--- config.mk ---
export PLATFORM = sky130hd
export DESIGN_NAME = key_value_table
export DESIGN_NICKNAME = d
export VERILOG_FILES = /design/src/rtl/kvt_pkg.sv /design/src/rtl/kvt_ram.sv /design/src/rtl/kvt_dp.sv /design/src/rtl/kvt_ctrl.sv /design/src/rtl/key_value_table.sv
export SDC_FILE = /design/constraint.sdc
export NUM_CORES = 2
export LEC_CHECK = 0
export ABC_AREA = 1
export BUFFER_PORTS_ARGS = -buffer_cell sky130_fd_sc_hd__buf_2
export CAP_MARGIN = 20
export CORE_UTILIZATION = 55
export CTS_BUF_LIST = sky130_fd_sc_hd__clkbuf_4 sky130_fd_sc_hd__clkbuf_8
export CTS_CLUSTER_DIAMETER = 40
export DETAILED_ROUTE_END_ITERATION = 7
export PLACE_DENSITY = 0.8
export RECOVER_POWER = 25
export SLEW_MARGIN = 5
export SYNTH_ARGS = -nofsm -noshare
export SYNTH_HDL_FRONTEND = slang
export SYNTH_SLANG_ARGS = --single-unit
--- constraint.sdc ---
create_clock -name clk -period 12.1 [get_ports clk]
set_input_delay 1.21 -clock clk [delete_from_list [all_inputs] [get_ports clk]]
set_output_delay 1.21 -clock clk [all_outputs]
set_load 0.05 [all_outputs]
--- src/rtl/kvt_pkg.sv ---
// Package for the key/value table: request and status codes, and the
// command and status structs passed between controller and datapath.
// No dependencies.
package kvt_pkg;

	localparam logic [1:0] ACT_READ   = 2'd0;
	localparam logic [1:0] ACT_WRITE  = 2'd1;
	localparam logic [1:0] ACT_DELETE = 2'd2;

	localparam logic [1:0] ST_OK        = 2'd0;
	localparam logic [1:0] ST_FULL      = 2'd1;
	localparam logic [1:0] ST_NOT_FOUND = 2'd2;

	// Commands from the controller to the datapath.
	typedef struct packed {
		logic load;    // capture a new request and rewind the slot counter
		logic clear;   // write one slot invalid during the clearing pass
		logic scan;    // step the slot scan by one
		logic finish;  // act on the scan outcome and present the result
	} kvt_cmd_t;

	// Status from the datapath to the controller.
	typedef struct packed {
		logic clr_last;  // clearing pass is at the last slot
		logic scan_end;  // all slots have been issued for reading
	} kvt_sts_t;

endpackage

--- src/rtl/kvt_ram.sv ---
// Generic simple dual-port RAM with a registered read port.
// No dependencies.
module kvt_ram #(
	parameter int WIDTH = 8,
	parameter int DEPTH = 16
) (
	input  logic                                      clk,
	input  logic                                      wr_en,
	input  logic [(DEPTH > 1 ? $clog2(DEPTH) : 1)-1:0] wr_addr,
	input  logic [WIDTH-1:0]                          wr_data,
	input  logic [(DEPTH > 1 ? $clog2(DEPTH) : 1)-1:0] rd_addr,
	output logic [WIDTH-1:0]                          rd_data
);

	logic [WIDTH-1:0] mem_q [DEPTH];

	always_ff @(posedge clk) begin
		if (wr_en) begin
			mem_q[wr_addr] <= wr_data;
		end
		rd_data <= mem_q[rd_addr];
	end

endmodule

--- src/rtl/kvt_dp.sv ---
// Datapath of the key/value table: request registers, slot counter, the
// key and value memories, the scan trackers and the result registers.
// Depends on kvt_pkg and kvt_ram.
module kvt_dp import kvt_pkg::*; #(
	parameter int ENTRIES    = 16,
	parameter int KEY_BITS   = 64,
	parameter int VALUE_BITS = 64
) (
	input  logic        clk,
	input  logic        arst_n,
	input  kvt_cmd_t    cmd,
	output kvt_sts_t    sts,
	input  logic [1:0]  action,
	input  logic [63:0] key,
	input  logic [63:0] value,
	output logic        done,
	output logic [1:0]  status,
	output logic [63:0] read_value
);

	localparam int AW = (ENTRIES > 1) ? $clog2(ENTRIES) : 1;
	localparam int CW = $clog2(ENTRIES + 1) > 0 ? $clog2(ENTRIES + 1) : 1;
	localparam logic [CW-1:0] LAST = CW'(ENTRIES - 1);
	localparam logic [CW-1:0] END  = CW'(ENTRIES);

	logic [1:0]            act_q;
	logic [KEY_BITS-1:0]   key_q;
	logic [VALUE_BITS-1:0] val_q;
	logic [CW-1:0]         cnt_q;
	logic                  rd_en_s1;
	logic [AW-1:0]         idx_s1;

	logic                  hit_q;
	logic [AW-1:0]         hit_idx_q;
	logic [VALUE_BITS-1:0] hit_val_q;
	logic                  free_q;
	logic [AW-1:0]         free_idx_q;

	logic                  done_q;
	logic [1:0]            status_q;
	logic [63:0]           read_value_q;

	logic                  k_wr_en;
	logic [AW-1:0]         k_wr_addr;
	logic [KEY_BITS:0]     k_wr_data;
	logic [KEY_BITS:0]     k_rd_data;
	logic                  v_wr_en;
	logic [AW-1:0]         v_wr_addr;
	logic [VALUE_BITS-1:0] v_rd_data;

	logic                  match;
	logic                  is_free;

	// Key memory word: valid mark on top, key below.
	kvt_ram #(.WIDTH(KEY_BITS + 1), .DEPTH(ENTRIES)) u_key_ram (
		.clk     (clk),
		.wr_en   (k_wr_en),
		.wr_addr (k_wr_addr),
		.wr_data (k_wr_data),
		.rd_addr (cnt_q[AW-1:0]),
		.rd_data (k_rd_data)
	);

	kvt_ram #(.WIDTH(VALUE_BITS), .DEPTH(ENTRIES)) u_val_ram (
		.clk     (clk),
		.wr_en   (v_wr_en),
		.wr_addr (v_wr_addr),
		.wr_data (val_q),
		.rd_addr (cnt_q[AW-1:0]),
		.rd_data (v_rd_data)
	);

	assign match   = rd_en_s1 && k_rd_data[KEY_BITS] && (k_rd_data[KEY_BITS-1:0] == key_q);
	assign is_free = rd_en_s1 && !k_rd_data[KEY_BITS];

	assign sts.clr_last = (cnt_q == LAST);
	assign sts.scan_end = (cnt_q == END);

	// Key memory writes: clearing pass, deletes during the scan, and new
	// slots filled by a write at the end.
	always_comb begin
		k_wr_en   = 1'b0;
		k_wr_addr = cnt_q[AW-1:0];
		k_wr_data = '0;
		v_wr_en   = 1'b0;
		v_wr_addr = hit_idx_q;
		if (cmd.clear) begin
			k_wr_en = 1'b1;
		end else if (match && act_q == ACT_DELETE) begin
			k_wr_en   = 1'b1;
			k_wr_addr = idx_s1;
			k_wr_data = {1'b0, key_q};
		end else if (cmd.finish && act_q == ACT_WRITE && !hit_q && free_q) begin
			k_wr_en   = 1'b1;
			k_wr_addr = free_idx_q;
			k_wr_data = {1'b1, key_q};
		end
		if (cmd.finish && act_q == ACT_WRITE) begin
			if (hit_q) begin
				v_wr_en = 1'b1;
			end else if (free_q) begin
				v_wr_en   = 1'b1;
				v_wr_addr = free_idx_q;
			end
		end
	end

	always_ff @(posedge clk or negedge arst_n) begin
		if (!arst_n) begin
			cnt_q    <= '0;
			rd_en_s1 <= 1'b0;
			done_q   <= 1'b0;
		end else begin
			done_q <= cmd.finish;
			if (cmd.load) begin
				cnt_q    <= '0;
				rd_en_s1 <= 1'b0;
			end else if (cmd.scan) begin
				rd_en_s1 <= !sts.scan_end;
				if (!sts.scan_end) begin
					cnt_q <= cnt_q + 1'b1;
				end
			end else if (cmd.clear) begin
				cnt_q    <= cnt_q + 1'b1;
				rd_en_s1 <= 1'b0;
			end else begin
				rd_en_s1 <= 1'b0;
			end
		end
	end

	always_ff @(posedge clk) begin
		idx_s1 <= cnt_q[AW-1:0];
		if (cmd.load) begin
			act_q  <= action;
			key_q  <= key[KEY_BITS-1:0];
			val_q  <= value[VALUE_BITS-1:0];
			hit_q  <= 1'b0;
			free_q <= 1'b0;
		end else begin
			// The lowest matching slot wins, the highest free slot wins.
			if (match && !hit_q) begin
				hit_q     <= 1'b1;
				hit_idx_q <= idx_s1;
				hit_val_q <= v_rd_data;
			end
			if (is_free) begin
				free_q     <= 1'b1;
				free_idx_q <= idx_s1;
			end
		end
		if (cmd.finish) begin
			status_q     <= ST_OK;
			read_value_q <= '0;
			case (act_q)
				ACT_READ: begin
					if (hit_q) begin
						read_value_q <= 64'(hit_val_q);
					end else begin
						status_q <= ST_NOT_FOUND;
					end
				end
				ACT_WRITE: begin
					if (!hit_q && !free_q) begin
						status_q <= ST_FULL;
					end
				end
				ACT_DELETE: begin
					if (!hit_q) begin
						status_q <= ST_NOT_FOUND;
					end
				end
				default: begin
					status_q <= ST_OK;
				end
			endcase
		end
	end

	assign done       = done_q;
	assign status     = status_q;
	assign read_value = read_value_q;

endmodule

--- src/rtl/kvt_ctrl.sv ---
// Controller of the key/value table: sequences the clearing pass after
// reset and the scan-then-act steps of each request.
// Depends on kvt_pkg.
module kvt_ctrl import kvt_pkg::*; (
	input  logic     clk,
	input  logic     arst_n,
	input  logic     start,
	output logic     busy,
	output kvt_cmd_t cmd,
	input  kvt_sts_t sts
);

	localparam logic [1:0] S_IDLE  = 2'd0;
	localparam logic [1:0] S_CLEAR = 2'd1;
	localparam logic [1:0] S_SCAN  = 2'd2;
	localparam logic [1:0] S_DONE  = 2'd3;

	logic [1:0] state_q;
	logic [1:0] state_d;

	always_comb begin
		state_d    = state_q;
		cmd.load   = 1'b0;
		cmd.clear  = 1'b0;
		cmd.scan   = 1'b0;
		cmd.finish = 1'b0;
		case (state_q)
			S_IDLE: begin
				if (start) begin
					cmd.load = 1'b1;
					state_d  = S_SCAN;
				end
			end
			S_CLEAR: begin
				cmd.clear = 1'b1;
				if (sts.clr_last) begin
					state_d = S_IDLE;
				end
			end
			S_SCAN: begin
				cmd.scan = 1'b1;
				if (sts.scan_end) begin
					state_d = S_DONE;
				end
			end
			S_DONE: begin
				cmd.finish = 1'b1;
				state_d    = S_IDLE;
			end
			default: begin
				state_d = S_IDLE;
			end
		endcase
	end

	always_ff @(posedge clk or negedge arst_n) begin
		if (!arst_n) begin
			state_q <= S_CLEAR;
		end else begin
			state_q <= state_d;
		end
	end

	assign busy = (state_q != S_IDLE);

endmodule

--- src/rtl/key_value_table.sv ---
// Top level of the key/value table: joins the controller and the datapath.
// Depends on kvt_pkg, kvt_ctrl, kvt_dp (and kvt_ram through the datapath).
//
// Usage. The table holds ENTRIES slots, each a valid mark, a key and a value.
// A request item is taken at a rising edge where start is high and busy is
// low; action, key and value are sampled at that edge. Action 0 reads the
// value stored under the key, 1 writes it (updating a matching slot, or else
// filling the highest-numbered free slot), 2 deletes every slot holding it.
// Only the low KEY_BITS of key and the low VALUE_BITS of value are used.
//
// Each item gives exactly one result item, shown on status and read_value
// for a single cycle while done is high. The receiver cannot hold results
// off, and none is needed: busy keeps the next item out until the current
// one is through. status is 0 for success, 1 when a write finds the table
// full and 2 when a read or delete finds no matching key; read_value carries
// the stored value on a successful read and is zero otherwise.
//
// Timing. Every request scans all slots one per cycle through the read port
// of the key and value memories; busy stays high from the accepting edge
// through that scan and the step that acts on its outcome, and done rises
// as busy falls. The next item can be taken in that first idle cycle, so a
// new item is never taken before the last one's result is shown.
// After reset a clearing pass marks every slot invalid, one slot a cycle,
// and busy stays high until that pass is through.
module key_value_table import kvt_pkg::*; #(
	parameter int ENTRIES    = 16,
	parameter int KEY_BITS   = 64,
	parameter int VALUE_BITS = 64
) (
	input  logic        clk,
	input  logic        arst_n,
	input  logic        start,
	output logic        busy,
	input  logic [1:0]  action,
	input  logic [63:0] key,
	input  logic [63:0] value,
	output logic        done,
	output logic [1:0]  status,
	output logic [63:0] read_value
);

	kvt_cmd_t cmd;
	kvt_sts_t sts;

	// The controller only sees start and the two scan counter flags; all
	// request data stays in the datapath.
	kvt_ctrl u_ctrl (
		.clk    (clk),
		.arst_n (arst_n),
		.start  (start),
		.busy   (busy),
		.cmd    (cmd),
		.sts    (sts)
	);

	kvt_dp #(
		.ENTRIES    (ENTRIES),
		.KEY_BITS   (KEY_BITS),
		.VALUE_BITS (VALUE_BITS)
	) u_dp (
		.clk        (clk),
		.arst_n     (arst_n),
		.cmd        (cmd),
		.sts        (sts),
		.action     (action),
		.key        (key),
		.value      (value),
		.done       (done),
		.status     (status),
		.read_value (read_value)
	);

endmodule

==> results.sh <==
export IMPL_fin_nets=7237
export IMPL_drcViolationCount=0
export IMPL_async_flop_share=0.00363
export IMPL_start_kind="flop"
export IMPL_tightest_slew_ps=2050
export IMPL_switching_share=0.347
export IMPL_dieArea_mm2=0.172
export IMPL_synth_largest_area_cell="edfxtp_1"
export IMPL_fin_skew_ps=156
export IMPL_cts_made_buffers=400
export IMPL_clkSinkCount=2476
export IMPL_hold_viol=0
export IMPL_cp_required_ps=13070
export IMPL_wire_per_inst_um=25.1
export IMPL_final_setup_tns_ps=0
export IMPL_power_density_mw_per_mm2=233
export IMPL_cts_resized_gates=0
export IMPL_die_h_um=414
export IMPL_utilization=0.626
export IMPL_critPathCaptureType="flop"
export IMPL_cts_root_buffer="clkbuf_8"
export IMPL_setup_ws_ps=6560
export IMPL_setup_violations=0
export IMPL_violations="max-capacitance violations, max-slew violations"
export IMPL_clkPwrFrac=0.298
export IMPL_port_buffers=200
export IMPL_grt_max_degree=265
export IMPL_worst_path_max_delay_cell="dfrtp_1"
export IMPL_grt_first_pass_wirelength_um=355000
export IMPL_combPwrFrac=0.267
export IMPL_grt_ovfl_total=0
export IMPL_fin_crit_sh=0.458
export IMPL_synth_edf_count=2332
export IMPL_crit_arrival_ps=6510
export IMPL_numPlacedInstances=8876
export IMPL_whs_ps=285
export IMPL_grt_usage=0.274
export IMPL_drtIter0Drc=8792
export IMPL_io_pins=201
export IMPL_totalWireLength_um=242000
export IMPL_p_sw_mw=8.50
export IMPL_final_cells=9623
export IMPL_hold_buffers=1
export IMPL_placed_area_mm2=0.0967
export IMPL_rsz0062_at_grt="no"
export IMPL_route_vias_total=59869
export IMPL_cts_tree="yes"
export IMPL_synth_top_area_frac=0.749
export IMPL_synth_nets=6949
export IMPL_max_stage_delay_ps=1720
export IMPL_crit_fanout=86
export IMPL_post_dp_hpwl_um=126000
export IMPL_vdd_drop_max_mv=0.281
export IMPL_syn_area_mm2=0.0936
export IMPL_clock_latency_ps=1120
export IMPL_path_cells="buf_4, buf_4, buf_4, o21ai_0, o221ai_1, o211ai_1, nand3_1"
export IMPL_core_mm2=0.168
export IMPL_slew_violations=50
export IMPL_p_int_mw=16.0
export IMPL_ys_types=36
export IMPL_rows=150
export IMPL_syn_area_per_cell_um2=13.7
export IMPL_ys_seq_area_frac=0.780
export IMPL_cts_max_level=5
export IMPL_routabilityCongestion=0.919
export IMPL_via_per_inst=6.22
export IMPL_totalPowerFinal_mw=24.5
export IMPL_ant_nets=0
export IMPL_drv_cap=1
export IMPL_fin_crit_ps=5540
export IMPL_ys_ff_latch=2476
export IMPL_drtPass1Iterations=6
export IMPL_clockBufferDepth=4
export IMPL_grt_pass1_vias=58016
export IMPL_yosys_top_cells_area="edfxtp_1 (75%), o21ai_0 (5.6%), nor2_1 (4.9%)"
export IMPL_hold_class="input pin to flop"
export IMPL_cts_clk_slew_worst_paths_ps=60
export IMPL_syn_instance_count=6808
export IMPL_drive_above_1_share=0.138
export IMPL_critPathKind="flop to flop"
export IMPL_syn_to_final_growth_pct=12.3
export IMPL_die_x_um=414
export IMPL_yosys_warnings=0
export IMPL_power_leakage_nw=36.1
export IMPL_timing_fmax_mhz=181
export IMPL_ys_flop_type="edfxtp_1"
export IMPL_fin_area_mm2=0.105
export IMPL_initial_core_util=0.557
export IMPL_worst_path_most_repeated_cell="buf_4"
export IMPL_maxSlewHeadroom=-0.368
export IMPL_pwr_share_seq=0.434
export IMPL_pre_cts_ws_ps=7180
export IMPL_post_cts_setup_buffers=0
export IMPL_status="finished, violations left"
export IMPL_antenna_found_initial=8
-- power groups by stage --
stage	clock (mW)	sequential, mW	combinational (mW)
6_report	7.31	10.6	6.55
5_1_grt	7.73	10.7	7.04
3_5_place_dp	0	10.8	6.37
4_1_cts	7.36	10.6	6.42
3_3_place_gp	0	10.8	6.14
2_1_floorplan	0	10.8	4.23
-- synth_stat cells, types with 16 or more instances --
| cell | number |
|---|---|
| inv_1 | 181 |
| buf_1 | 19 |
| nor2_1 | 1222 |
| o221ai_1 | 209 |
| o211ai_1 | 51 |
| nor3_2 | 41 |
| dfxtp_1 | 135 |
| o22ai_1 | 308 |
| inv_2 | 25 |
| xnor2_1 | 16 |
| nand2_1 | 473 |
| nand3_1 | 238 |
| buf_2 | 57 |
| clkbuf_1 | 351 |
| nand4_1 | 24 |
| o21ai_0 | 1039 |
| edfxtp_1 | 2332 |
-- cell usage in the layout, fill, tap and decap left out, types with 89 or more instances in the layout --
master | Yosys | routed
nand2_1 | 473 | 473
nor2_1 | 1222 | 1189
clkbuf_4 | 0 | 146
nand3_1 | 238 | 237
o21ai_0 | 1039 | 1039
dfxtp_1 | 135 | 135
clkbuf_8 | 0 | 455
o221ai_1 | 209 | 209
clkbuf_1 | 351 | 89
inv_1 | 181 | 180
edfxtp_1 | 2332 | 2332
buf_2 | 57 | 110
o22ai_1 | 308 | 308
buf_4 | 4 | 104
-- state kept, by name, summed over array words and instances, names as in the netlist, 64 cells and up --
name and cells:
u_dp.u_val_ram.mem_q 1024, u_dp.hit_val_q 64, u_dp.u_key_ram.rd_data 65, u_dp.key_q 64
u_dp.val_q 64, u_dp.u_key_ram.mem_q 1040, u_dp.u_val_ram.rd_data 64, u_dp.read_value 64
-- worst max-delay path: cells and delay by family, from the launching register on --
| family | cells | cell delay (ps) |
|---|---|---|
| AOI/OAI and AO/OA | 3 | 720 |
| buffers and inverters | 3 | 2720 |
| and+or+nand+nor | 1 | 150 |
| DFF | 1 | 1720 |
-- final timing paths --
| kind | startpoint | to | slack (ps) | cells after the start |
|---|---|---|---|---|
| min | value[14] | u_dp.val_q[14] | 280 | 1 |
| max reg2reg | u_dp.cnt_q[1] | u_dp.u_val_ram.rd_data[23] | 6560 | 7 |
| max | u_dp.cnt_q[1] | u_dp.u_val_ram.rd_data[23] | 6560 | 7 |
| max in group asynchronous | arst_n | u_dp.rd_en_s1 | 10820 | 2 |
| min reg2reg | u_dp.u_val_ram.rd_data[63] | u_dp.hit_val_q[63] | 330 | 0 |
| min in group asynchronous | arst_n | u_dp.cnt_q[1] | 810 | 2 |
-- area by class of cell --
cell class / instances / area [um^2]
antenna: 4 / 10.0
fill: 11459 / 62900
clock buffer: 599 / 7330
inverter: 212 / 828
tap: 2204 / 2760
multi-input combinational: 3684 / 18300
clock inverter: 122 / 890
sequential: 2476 / 73000
timing repair buffer: 322 / 1980
-- per-layer routing --
layer	track usage	vias up	wire length, um
met1	0.360	29220	87600
met4	0.126	4	10400
met2	0.446	4154	117000
li1	-	25851	-
met5	0	-	27
met3	0.0506	640	26600
-- cells by family (layout without fill, tap and decap cells) --
family	after synthesis	after routing	share of synthesized area
DFF	2476	2476	0.780
other	0	4	0
AOI/OAI and AO/OA	1627	1627	0.101
buffers and inverters	648	1255	0.0273
xor gates and xnor gates	19	19	0.00178
and+or+nand+nor	2030	2030	0.0889
adders and majority gates	8	8	0.00107
Note: power is estimated with default switching activity, not from simulation.
